$ cat config.mk
export PLATFORM = sky130hd
export DESIGN_NAME = node_liveness_table_top
export DESIGN_NICKNAME = d
export VERILOG_FILES = /design/src/hw/rtl/nlt_pkg.sv /design/src/hw/rtl/node_liveness_table_top.sv /design/src/hw/rtl/nlt_cell.sv
export VERILOG_INCLUDE_DIRS = /design/src /design/src/hw/rtl
export SDC_FILE = /design/constraint.sdc
export NUM_CORES = 2
export LEC_CHECK = 0
export BUFFER_PORTS_ARGS = -buffer_cell sky130_fd_sc_hd__buf_2
export CAP_MARGIN = 20
export CORE_MARGIN = 3
export CORE_UTILIZATION = 60
export DETAILED_ROUTE_END_ITERATION = 8
export PLACE_DENSITY = 0.76
export RECOVER_POWER = 50
export SLEW_MARGIN = 20
export SYNTH_ARGS = -nofsm -noshare
export SYNTH_HDL_FRONTEND = slang
export SYNTH_SLANG_ARGS = --single-unit
$ cat constraint.sdc
create_clock -name clk -period 6.99 [get_ports clk]
set_input_delay 1.398 -clock clk [delete_from_list [all_inputs] [get_ports clk]]
set_output_delay 1.398 -clock clk [all_outputs]
set_load 0.005 [all_outputs]
$ cat src/hw/rtl/node_liveness_table_top_macros.svh
// Assertion macros used by the liveness table top module.
`ifndef NODE_LIVENESS_TABLE_TOP_MACROS_SVH
`define NODE_LIVENESS_TABLE_TOP_MACROS_SVH

// Same-cycle implication, checked outside reset.
`define NLT_ASSERT_NOW(label, ante, cons, msg) \
    label: assert property (@(posedge clk) disable iff (!rst_n) (ante) |-> (cons)) \
        else $error(msg);

// Next-cycle implication, checked outside reset.
`define NLT_ASSERT_NEXT(label, ante, cons, msg) \
    label: assert property (@(posedge clk) disable iff (!rst_n) (ante) |=> (cons)) \
        else $error(msg);

`endif

$ cat src/hw/rtl/nlt_pkg.sv
package nlt_pkg;

    localparam int NODES = 16;
    localparam int IDX_W = $clog2(NODES);
    localparam int CNT_W = $clog2(NODES + 1);
    localparam int TIME_W = 32;
    localparam logic [7:0] BROADCAST_ID = 8'd255;
    localparam logic [TIME_W-1:0] TIMEOUT_RESET = 32'd10000;
    localparam logic OP_TICK = 1'b0;
    localparam logic OP_REPORT = 1'b1;

    typedef struct packed {
        logic        opcode;
        logic [7:0]  node_id;
        logic [31:0] ntp_time;
        logic [31:0] message_time;
        logic [31:0] now_ms;
    } nlt_in_t;

    typedef struct packed {
        logic [7:0] server_id;
        logic [4:0] next_free_id;
        logic [7:0] oldest_ntp_id;
        logic [4:0] node_count;
        logic       rejected;
    } nlt_out_t;

    typedef struct packed {
        logic              valid;
        logic [IDX_W-1:0]  id;
        logic [TIME_W-1:0] ntp;
        logic [TIME_W-1:0] msg;
        logic [TIME_W-1:0] now;
    } nlt_upd_t;

    typedef struct packed {
        logic             valid;
        logic [IDX_W-1:0] id;
    } nlt_prune_t;

    typedef struct packed {
        logic              valid;
        logic [CNT_W-1:0]  count;
        logic [IDX_W-1:0]  hi_idx;
        logic              hi_alive;
        logic              server_found;
        logic [IDX_W-1:0]  server_id;
        logic              dead_found;
        logic [IDX_W-1:0]  first_dead;
        logic [TIME_W-1:0] min_ntp;
        logic [IDX_W-1:0]  old_id;
    } nlt_acc_t;

endpackage

$ cat src/hw/rtl/node_liveness_table_top.sv
// Flow: an accepted request sets a launch register, then the scan token walks the 16 entry
// cells, one cell per cycle, and done and the result are registered from the last cell.
// Busy: no new request is taken while busy; busy rises after start and falls as the scan
// token leaves the last cell, in the cycle in which done is high.
// Reset: all entries absent and dead, death timeout 10000 ms, no result pending.
// The receiver cannot stall; each result is valid only in its done cycle.
`include "node_liveness_table_top_macros.svh"

module node_liveness_table_top (
    input  logic               clk,
    input  logic               rst_n,
    input  logic               start,
    output logic               busy,
    input  nlt_pkg::nlt_in_t   request,
    output logic               done,
    output nlt_pkg::nlt_out_t  result,
    input  logic               timeout_we,
    input  logic [31:0]        timeout_wdata
);

    logic                       accept;
    logic                       busy_reg;
    logic                       busy_next;
    logic                       launch_reg;
    logic                       done_reg;
    logic                       bad_id;
    logic                       rejected_reg;
    logic [nlt_pkg::TIME_W-1:0] now_reg;
    logic [nlt_pkg::TIME_W-1:0] timeout_reg;
    nlt_pkg::nlt_upd_t          upd;
    nlt_pkg::nlt_prune_t        prune;
    nlt_pkg::nlt_acc_t          head;
    nlt_pkg::nlt_acc_t          chain [nlt_pkg::NODES+1];
    nlt_pkg::nlt_acc_t          tail;
    logic                       do_prune;
    logic [nlt_pkg::CNT_W-1:0]  count_fin;
    logic [nlt_pkg::CNT_W-1:0]  next_free_fin;
    nlt_pkg::nlt_out_t          result_next;
    nlt_pkg::nlt_out_t          result_reg;

    assign accept = start && !busy_reg;
    assign bad_id = (request.node_id == nlt_pkg::BROADCAST_ID)
                 || (32'(request.node_id) >= 32'(nlt_pkg::NODES));

    always_comb
    begin
        upd.valid = accept && (request.opcode == nlt_pkg::OP_REPORT) && !bad_id;
        upd.id    = request.node_id[nlt_pkg::IDX_W-1:0];
        upd.ntp   = request.ntp_time;
        upd.msg   = request.message_time;
        upd.now   = request.now_ms;
    end

    always_ff @(posedge clk or negedge rst_n)
    begin
        if (!rst_n)
        begin
            timeout_reg <= nlt_pkg::TIMEOUT_RESET;
        end
        else if (timeout_we)
        begin
            timeout_reg <= timeout_wdata;
        end
    end

    always_ff @(posedge clk)
    begin
        if (accept)
        begin
            now_reg      <= request.now_ms;
            rejected_reg <= (request.opcode == nlt_pkg::OP_REPORT) && bad_id;
        end
    end

    assign tail = chain[nlt_pkg::NODES];

    always_comb
    begin
        busy_next = busy_reg;
        if (accept)
        begin
            busy_next = 1'b1;
        end
        else if (tail.valid)
        begin
            busy_next = 1'b0;
        end
    end

    always_ff @(posedge clk or negedge rst_n)
    begin
        if (!rst_n)
        begin
            busy_reg   <= 1'b0;
            launch_reg <= 1'b0;
            done_reg   <= 1'b0;
        end
        else
        begin
            busy_reg   <= busy_next;
            launch_reg <= accept;
            done_reg   <= tail.valid;
        end
    end

    always_comb
    begin
        head         = '0;
        head.valid   = launch_reg;
        head.min_ntp = now_reg;
    end

    assign chain[0] = head;

    for (genvar g = 0; g < nlt_pkg::NODES; g++)
    begin : g_cell
        nlt_cell u_cell (
            .clk     (clk),
            .rst_n   (rst_n),
            .idx     (nlt_pkg::IDX_W'(g)),
            .upd     (upd),
            .now     (now_reg),
            .timeout (timeout_reg),
            .prune   (prune),
            .acc_in  (chain[g]),
            .acc_out (chain[g+1])
        );
    end

    // The highest present entry leaves only when dead and not also the lowest one.
    always_comb
    begin
        do_prune    = tail.valid && (tail.count >= nlt_pkg::CNT_W'(2)) && !tail.hi_alive;
        prune.valid = do_prune;
        prune.id    = tail.hi_idx;
        count_fin   = do_prune ? (tail.count - 1'b1) : tail.count;
        if (tail.dead_found && !(do_prune && (tail.first_dead == tail.hi_idx)))
        begin
            next_free_fin = nlt_pkg::CNT_W'(tail.first_dead);
        end
        else
        begin
            next_free_fin = count_fin;
        end
        result_next.server_id     = tail.server_found ? 8'(tail.server_id)
                                                      : nlt_pkg::BROADCAST_ID;
        result_next.next_free_id  = 5'(next_free_fin);
        result_next.oldest_ntp_id = 8'(tail.old_id);
        result_next.node_count    = 5'(count_fin);
        result_next.rejected      = rejected_reg;
    end

    always_ff @(posedge clk)
    begin
        if (tail.valid)
        begin
            result_reg <= result_next;
        end
    end

    assign busy   = busy_reg;
    assign done   = done_reg;
    assign result = result_reg;

    `NLT_ASSERT_NOW(a_idle_no_token, !busy_reg, !tail.valid, "scan token seen while idle")
    `NLT_ASSERT_NEXT(a_start_busy, accept, busy_reg && !done_reg, "start did not raise busy")
    `NLT_ASSERT_NOW(a_server_count, done_reg && (result_reg.server_id != nlt_pkg::BROADCAST_ID),
        result_reg.node_count != 5'd0, "alive server reported with empty table")

endmodule

$ cat src/hw/rtl/nlt_cell.sv
module nlt_cell (
    input  logic                       clk,
    input  logic                       rst_n,
    input  logic [nlt_pkg::IDX_W-1:0]  idx,
    input  nlt_pkg::nlt_upd_t          upd,
    input  logic [nlt_pkg::TIME_W-1:0] now,
    input  logic [nlt_pkg::TIME_W-1:0] timeout,
    input  nlt_pkg::nlt_prune_t        prune,
    input  nlt_pkg::nlt_acc_t          acc_in,
    output nlt_pkg::nlt_acc_t          acc_out
);

    logic                       present_reg;
    logic                       alive_reg;
    logic [nlt_pkg::TIME_W-1:0] last_msg_reg;
    logic [nlt_pkg::TIME_W-1:0] last_ntp_reg;
    logic [nlt_pkg::TIME_W-1:0] deadline;
    logic                       expired;
    logic                       alive_aged;
    logic                       upd_hit;
    logic                       prune_hit;
    nlt_pkg::nlt_acc_t          acc_next;
    nlt_pkg::nlt_acc_t          acc_reg;

    assign deadline   = last_msg_reg + timeout;
    assign expired    = alive_reg && (now > deadline);
    assign alive_aged = alive_reg && !expired;
    assign upd_hit    = upd.valid && (upd.id == idx);
    assign prune_hit  = prune.valid && (prune.id == idx);

    always_ff @(posedge clk or negedge rst_n)
    begin
        if (!rst_n)
        begin
            present_reg <= 1'b0;
            alive_reg   <= 1'b0;
        end
        else if (upd_hit)
        begin
            present_reg <= 1'b1;
            alive_reg   <= 1'b1;
        end
        else if (prune_hit)
        begin
            present_reg <= 1'b0;
            alive_reg   <= 1'b0;
        end
        else if (acc_in.valid && present_reg)
        begin
            alive_reg <= alive_aged;
        end
    end

    always_ff @(posedge clk)
    begin
        if (upd_hit)
        begin
            if (upd.msg != '0)
            begin
                last_msg_reg <= upd.msg;
            end
            else if (!present_reg)
            begin
                last_msg_reg <= upd.now;
            end
            if (upd.ntp != '0)
            begin
                last_ntp_reg <= upd.ntp;
            end
            else if (!present_reg)
            begin
                last_ntp_reg <= '0;
            end
        end
    end

    always_comb
    begin
        acc_next = acc_in;
        if (present_reg)
        begin
            acc_next.count    = acc_in.count + 1'b1;
            acc_next.hi_idx   = idx;
            acc_next.hi_alive = alive_aged;
            if (alive_aged)
            begin
                if (!acc_in.server_found)
                begin
                    acc_next.server_found = 1'b1;
                    acc_next.server_id    = idx;
                end
                if (last_ntp_reg <= acc_in.min_ntp)
                begin
                    acc_next.min_ntp = last_ntp_reg;
                    acc_next.old_id  = idx;
                end
            end
            else if (!acc_in.dead_found)
            begin
                acc_next.dead_found = 1'b1;
                acc_next.first_dead = idx;
            end
        end
    end

    always_ff @(posedge clk or negedge rst_n)
    begin
        if (!rst_n)
        begin
            acc_reg <= '0;
        end
        else
        begin
            acc_reg <= acc_next;
        end
    end

    assign acc_out = acc_reg;

endmodule

; After elaboration in Yosys (flattened, before gate mapping)
; Cells that the tools add are included.
[totals]
wordCells = 803
register_bits = 2023
in_bits = 141
output_inout_bits = 29
[op_classes]
eq_ne = 64
n_mux = 259
n_addsub = 32
n_reduce_logical = 178
order_cmp = 34
[ops]
columns = op, count
row1 = $mux W32, 64
row2 = $mux W36, 32
row3 = $mux W56, 14
row4 = $add A32 B32 Y32, 16
row5 = $gt A32 B32 Y1, 16
row6 = $le A32 B32 Y1, 16
row7 = $mux W5, 33
row8 = $mux W4, 31
row9 = $logic_and A1 B1 Y1, 88
row10 = $mux W1, 82
row11 = $add A5 B1 Y5 const B, 14
row12 = $eq A4 B4 Y1 const B, 16
row13 = $ne A2 B2 Y1 const B, 32
row14 = $reduce_and A2 Y1, 32
row15 = $reduce_bool A32 Y1, 2
row16 = $mux W53, 1
row17 = $mux W52, 1
row18 = $reduce_bool A3 Y1, 16
row19 = $reduce_bool A2 Y1, 17
row20 = $eq A4 B3 Y1 const B, 8
row21 = $logic_not A1 Y1, 20
row22 = $eq A4 B2 Y1 const B, 4
row23 = $eq A4 B1 Y1 const B, 2
row24 = $eq A8 B8 Y1 const B, 1
row25 = other kinds (8), 9

; Depth between registers and ports, before layout
[logic_depth]
word_depth = 8
depth_mapped = 25
depth_no_buf = 24

; Hierarchy
; From an unflattened synthesis, not the netlist that was laid out.
[unflattened]
hier_cells = 11805
area_unflattened_um2 = 130640.3
[by_module_without_submodules]
columns = mod, seq_area_each_um2, instances, area_per_inst_um2, cells_per_inst
row1 = nlt_cell at g_cell[11].u_cell ..., 3398.3, 8, 7941.4, 719
row2 = nlt_cell at g_cell[0].u_cell ..., 3398.3, 3, 7952.6, 719
row3 = nlt_cell at g_cell[6].u_cell ..., 3398.3, 2, 7961.4, 746
row4 = nlt_cell at g_cell[7].u_cell, 3398.3, 1, 8140.3, 752
row5 = nlt_cell at g_cell[8].u_cell, 3398.3, 1, 8101.5, 753
row6 = nlt_cell at g_cell[10].u_cell, 3398.3, 1, 7847.5, 723
row7 = node_liveness_table_top, 2473.6, 1, 3239.4, 176

; Worst setup path before layout
; OpenSTA, ideal clock, no wires.
[synth_timing]
path_type = input -> register
from = in start
to = reg g_cell[7].u_cell.last_msg_reg[0] (netlist bit), enable pin
setup_slack_ps = 994
arrival_ps = 5564
path_buffers = 0
stages = 5
cell_sequence = nor2b_1 -> nand3_1 -> nor3b_1 -> nand3_1 -> a21oi_1
[synth_between]
elab_chain_cells = 5
[synth_lines]
columns = item, line
row1 = "start, declared", node_liveness_table_top.sv:12  ; input logic start,
row2 = $logic_and A1 B1 Y1, node_liveness_table_top.sv:41  ; assign accept = start && !busy_reg;
row3 = $logic_and A1 B1 Y1 (2 in a row), node_liveness_table_top.sv:47  ; upd.valid = accept && (request.opcode == nlt_pkg::OP_REPORT) && !bad_id;
row4 = $logic_and A1 B1 Y1, nlt_cell.sv:28  ; assign upd_hit = upd.valid && (upd.id == idx);
row5 = $reduce_and A2 Y1 (no source line), -
row6 = "end signal, assigned", nlt_cell.sv:60  ; last_msg_reg <= upd.msg;
row7 = "end signal, assigned", nlt_cell.sv:64  ; last_msg_reg <= upd.now;
row8 = "end, declared", nlt_cell.sv:15  ; logic [nlt_pkg::TIME_W-1:0] last_msg_reg;
; No other way between the ends.
; A chain may end at the register's enable or synchronous reset.

==> flow_metrics.py <==
metrics = {
    "sta": {
        "fin_skew_ps": 69.8,
        "tightest_slew_ps": 5010,
        "rsz0062_at_grt": "no",
        "timing.fmax_mhz": 145,
        "slew_headroom": -2.34,
        "setup_viol": 0,
        "fin_tns_setup_ps": 0,
        "fin_crit_ps": 6880,
        "fin_crit_sh": 0.984,
        "slew_viol_final": 360,
        "finalHoldViolations": 0,
    },
    "setup_path": {
        "r2r_start": "timeout_reg[8]",
        "crit_required_ps": 7740,
        "r2r_setup_slack_ps": 110,
        "cp-start-kind": "register",
        "path_class": "register to register",
        "cp.arrival_ps": 7630,
        "cpMaxStageDelayCell": "dfstp_2",
        "critPathMaxFanout": 34,
        "reg2reg_to": "g_cell[3].u_cell.acc_out[20]",
        "rr_worst_depth": 23,
        "crit_path_end_kind": "register",
        "crit_chain": "buf_4, ha_1, a21o_1, a21oi_1, nor2b_1, o21ai_0, a31oi_1, a2111o_1, o31ai_2, o21ai_0, a21oi_1, xor2_1, ha_1, a21o_1, a21o_1, a21oi_1, o21ai_0, or2_2, nand3_1, nand3_1, nor2_2, buf_12, mux2_2",
        "slowest_delay_ps": 800,
    },
    "floorplanning": {
        "die_h_um": 439,
        "row_count": 158,
        "die_x_um": 439,
        "die_area_um2": 193000,
        "fp.coreArea_um2": 186000,
        "start_util": 0.605,
        "num_io_pins": 170,
    },
    "synthesis": {
        "yosysWarnings": 0,
        "synth_area_um2": 112000,
        "ys_seq_elements": 1953,
        "synth.avg_cell_area_um2": 11.9,
        "synth_flop_cell": "edfxtp_1",
        "ys_seq_area_frac": 0.483,
        "synth-edff-count": 1077,
        "synth_cells": 9479,
        "ys_types": 98,
        "async_reset_ff_frac": 0.449,
    },
    "job": {
        "cap_violations": 15,
    },
    "run_status": {
        "violations": "max-capacitance violations, max-slew violations",
        "status": "complete, but fails checks",
    },
    "worst_hold_path": {
        "hold-path-cell-count": 0,
        "whs_endpoint": "g_cell[0].u_cell.acc_out[56]",
        "worst_hold_path_type": "register to register",
        "min_from": "launch_reg",
    },
    "layout": {
        "nets": 11700,
        "fillCellCount": 13300,
        "layout-drive-gt1-share": 0.139,
        "largest_reg_flops": 809,
        "utilization": 0.675,
        "finalInstanceArea_um2": 125000,
        "syn_to_final_growth_pct": 11.6,
    },
    "power_and_ir_drop": {
        "power_density_nw_per_um2": 307,
        "power_frac_seq": 0.395,
        "swShare": 0.331,
        "switchingPower_mw": 12.8,
        "p_comb_frac": 0.318,
        "p_int_mw": 25.8,
        "peakVddDrop_uv": 247,
        "p_leak_nw": 56.9,
        "clock_power_share": 0.287,
    },
    "grt": {
        "grt_pass1_vias": 82000,
        "grt_usage": 0.340,
        "grt_overflow": 0,
        "grt_first_pass_wirelength_um": 491000,
        "antenna_found_initial": 12,
        "grt_max_degree": 155,
    },
    "clock_tree": {
        "cts_made_buffers": 203,
        "clock_latency_ps": 890,
        "cts_root_buf": "clkbuf_16",
        "hold_buffers": 0,
        "tritoncts": "built",
        "cts_sinks": 1953,
        "cts_buffer_depth": 3,
        "path_clk_slew_ps": 60,
        "htreeDepth": 4,
    },
    "detailed_routing": {
        "drt_wl_total_um": 332000,
        "ant_nets": 0,
        "routedWlPerCell_um": 26.2,
        "drt_iter0_markers": 6973,
        "drc": 0,
        "vias": 80100,
        "first_pass_iters": 6,
        "viasPerCell": 6.32,
    },
    "placement": {
        "postPlaceCellArea_um2": 119000,
        "gp_congestion": 0.968,
        "hpwl_um": 242000,
        "port_buffers": 165,
    },
}
## worst max-delay path: cells and delay by family (launching register included)
family / cells / cell delay, ps
buffers and inverters: 2 / 530
xor gates and xnor gates: 1 / 210
DFF: 1 / 800
AOI/OAI and AO/OA: 12 / 2960
and+or+nand+nor: 5 / 1240
muxes: 1 / 370
adders and majority gates: 2 / 610
## power by group through the flow
stage / Combinational [mW] / Clock, mW / Sequential, mW
5_1_grt: 13.5 / 11.6 / 15.4
2_1_floorplan: 8.22 / 0 / 15.0
6_report: 12.3 / 11.1 / 15.2
3_5_place_dp: 12.0 / 0 / 15.4
4_1_cts: 12.2 / 11.2 / 15.2
3_3_place_gp: 11.4 / 0 / 15.3
## Yosys cell counts, types with 9 or more instances
cell type | count | area, µm²
a2111oi_0 | 12 | 105
a211o_1 | 16 | 140
a211oi_1 | 48 | 360
a21boi_0 | 13 | 97.6
a21o_1 | 751 | 5640
a21oi_1 | 629 | 3150
a221oi_1 | 38 | 333
a31o_2 | 12 | 105
a31oi_1 | 43 | 269
a41oi_1 | 15 | 131
and2_1 | 43 | 269
and3_1 | 57 | 357
and4_1 | 35 | 307
buf_2 | 14 | 70.1
buf_4 | 31 | 233
buf_6 | 10 | 113
clkbuf_1 | 101 | 379
dfrtp_1 | 871 | 21800
edfxtp_1 | 1077 | 32300
fa_1 | 16 | 320
ha_1 | 1537 | 19200
inv_1 | 688 | 2580
mux2_2 | 525 | 5910
nand2_1 | 311 | 1170
nand2b_1 | 163 | 1020
nand3_1 | 133 | 666
nand4_1 | 297 | 1860
nor2_1 | 255 | 957
nor2b_1 | 160 | 1000
nor3_1 | 94 | 470
nor4_1 | 37 | 231
o2111ai_1 | 10 | 87.6
o211ai_1 | 37 | 278
o21a_1 | 95 | 713
o21ai_0 | 366 | 1830
o21ai_1 | 15 | 75.1
o21bai_1 | 74 | 556
o221ai_1 | 14 | 123
o22ai_1 | 9 | 56.3
o31a_1 | 13 | 114
o31ai_1 | 27 | 203
or2_2 | 99 | 619
or3_1 | 30 | 188
xnor2_1 | 270 | 2360
xor2_1 | 248 | 2170
## layer usage
layer	vias to the layer above	share of wire	global-route usage
met1	39700	0.37	0.400
met4	2	0.083	0.235
met3	992	0.075	0.0559
li1	36200	-	-
met2	3197	0.48	0.571
met5	-	0.000039	0
## cell families (layout without fill, tap and decap cells)
family / Yosys count / after routing / synth area share
adders and majority gates: 1553 / 1553 / 0.174
DFF: 1953 / 1953 / 0.483
xor gates and xnor gates: 518 / 518 / 0.0403
other: 1 / 9 / 0.0000333
muxes: 530 / 530 / 0.0530
buffers and inverters: 847 / 1545 / 0.0301
and+or+nand+nor: 1752 / 1752 / 0.0841
AOI/OAI and AO/OA: 2325 / 2325 / 0.136
## cells in the final DEF, fill, tap and decap left out, types with 43 or more instances in the layout
| master | synthesis | routed |
|---|---|---|
| a31oi_1 | 43 | 43 |
| nand3_1 | 133 | 133 |
| nand2_1 | 311 | 311 |
| clkbuf_16 | 0 | 208 |
| and3_1 | 57 | 57 |
| o21a_1 | 95 | 95 |
| mux2_2 | 525 | 515 |
| o21bai_1 | 74 | 74 |
| buf_2 | 14 | 90 |
| edfxtp_1 | 1077 | 1077 |
| nand2b_1 | 163 | 163 |
| o21ai_0 | 366 | 367 |
| nor2b_1 | 160 | 160 |
| or2_2 | 99 | 99 |
| ha_1 | 1537 | 1537 |
| clkbuf_1 | 101 | 123 |
| xor2_1 | 248 | 248 |
| nand4_1 | 297 | 297 |
| buf_4 | 31 | 255 |
| nor2_1 | 255 | 253 |
| inv_1 | 688 | 687 |
| dfrtp_1 | 871 | 868 |
| nor3_1 | 94 | 94 |
| a21o_1 | 751 | 751 |
| xnor2_1 | 270 | 270 |
| a211oi_1 | 48 | 48 |
| a21oi_1 | 629 | 606 |
## through the flow
| stage | power, mW | setup WS, ps | hold slack (ps) | instances |
|---|---|---|---|---|
| final | 38.6 | 110 | 369 | 12700 |
| after global routing | 40.6 | 3.10 | 381 | 12700 |
| after CTS | 38.6 | 146 | 369 | 12600 |
| after detailed placement | 27.4 | 167 | 354 | 12300 |
| after global placement | 26.7 | 196 | 350 | 12300 |
| after floorplan | 23.2 | 994 | 347 | 9482 |
## timing repair
item	in CTS	in global routing
setup buffers	0	7
endpoints found under the setup margin	0	21
gates resized for setup	0	4
## worst max-delay path by stage
stage | endpoint | cells past startpoint | startpoint | slack (ps)
floorplan | g_cell[7].u_cell.last_msg_reg[0] | 5 | start | 990
global placement | g_cell[14].u_cell.acc_out[24] | 23 | timeout_reg[1] | 200
detailed placement | g_cell[6].u_cell.acc_out[21] | 26 | timeout_reg[0] | 170
CTS | g_cell[3].u_cell.acc_out[20] | 23 | timeout_reg[7] | 150
global route | g_cell[3].u_cell.acc_out[20] | 23 | timeout_reg[7] | 3
finish | g_cell[3].u_cell.acc_out[20] | 23 | timeout_reg[8] | 110
## area by class of cell
| class | instances | area (µm²) | area share |
|---|---|---|---|
| sequential | 1953 | 54300 | 0.433 |
| antenna | 5 | 12.5 | 0.0000997 |
| timing repair buffer | 469 | 3460 | 0.0276 |
| clock buffer | 281 | 5840 | 0.0465 |
| clock inverter | 107 | 1070 | 0.00854 |
| multi-input combinational | 6682 | 55100 | 0.439 |
| tap | 2480 | 3100 | 0.0247 |
| inverter | 688 | 2590 | 0.0206 |
No activity file was read; power rests on OpenSTA's default activity.
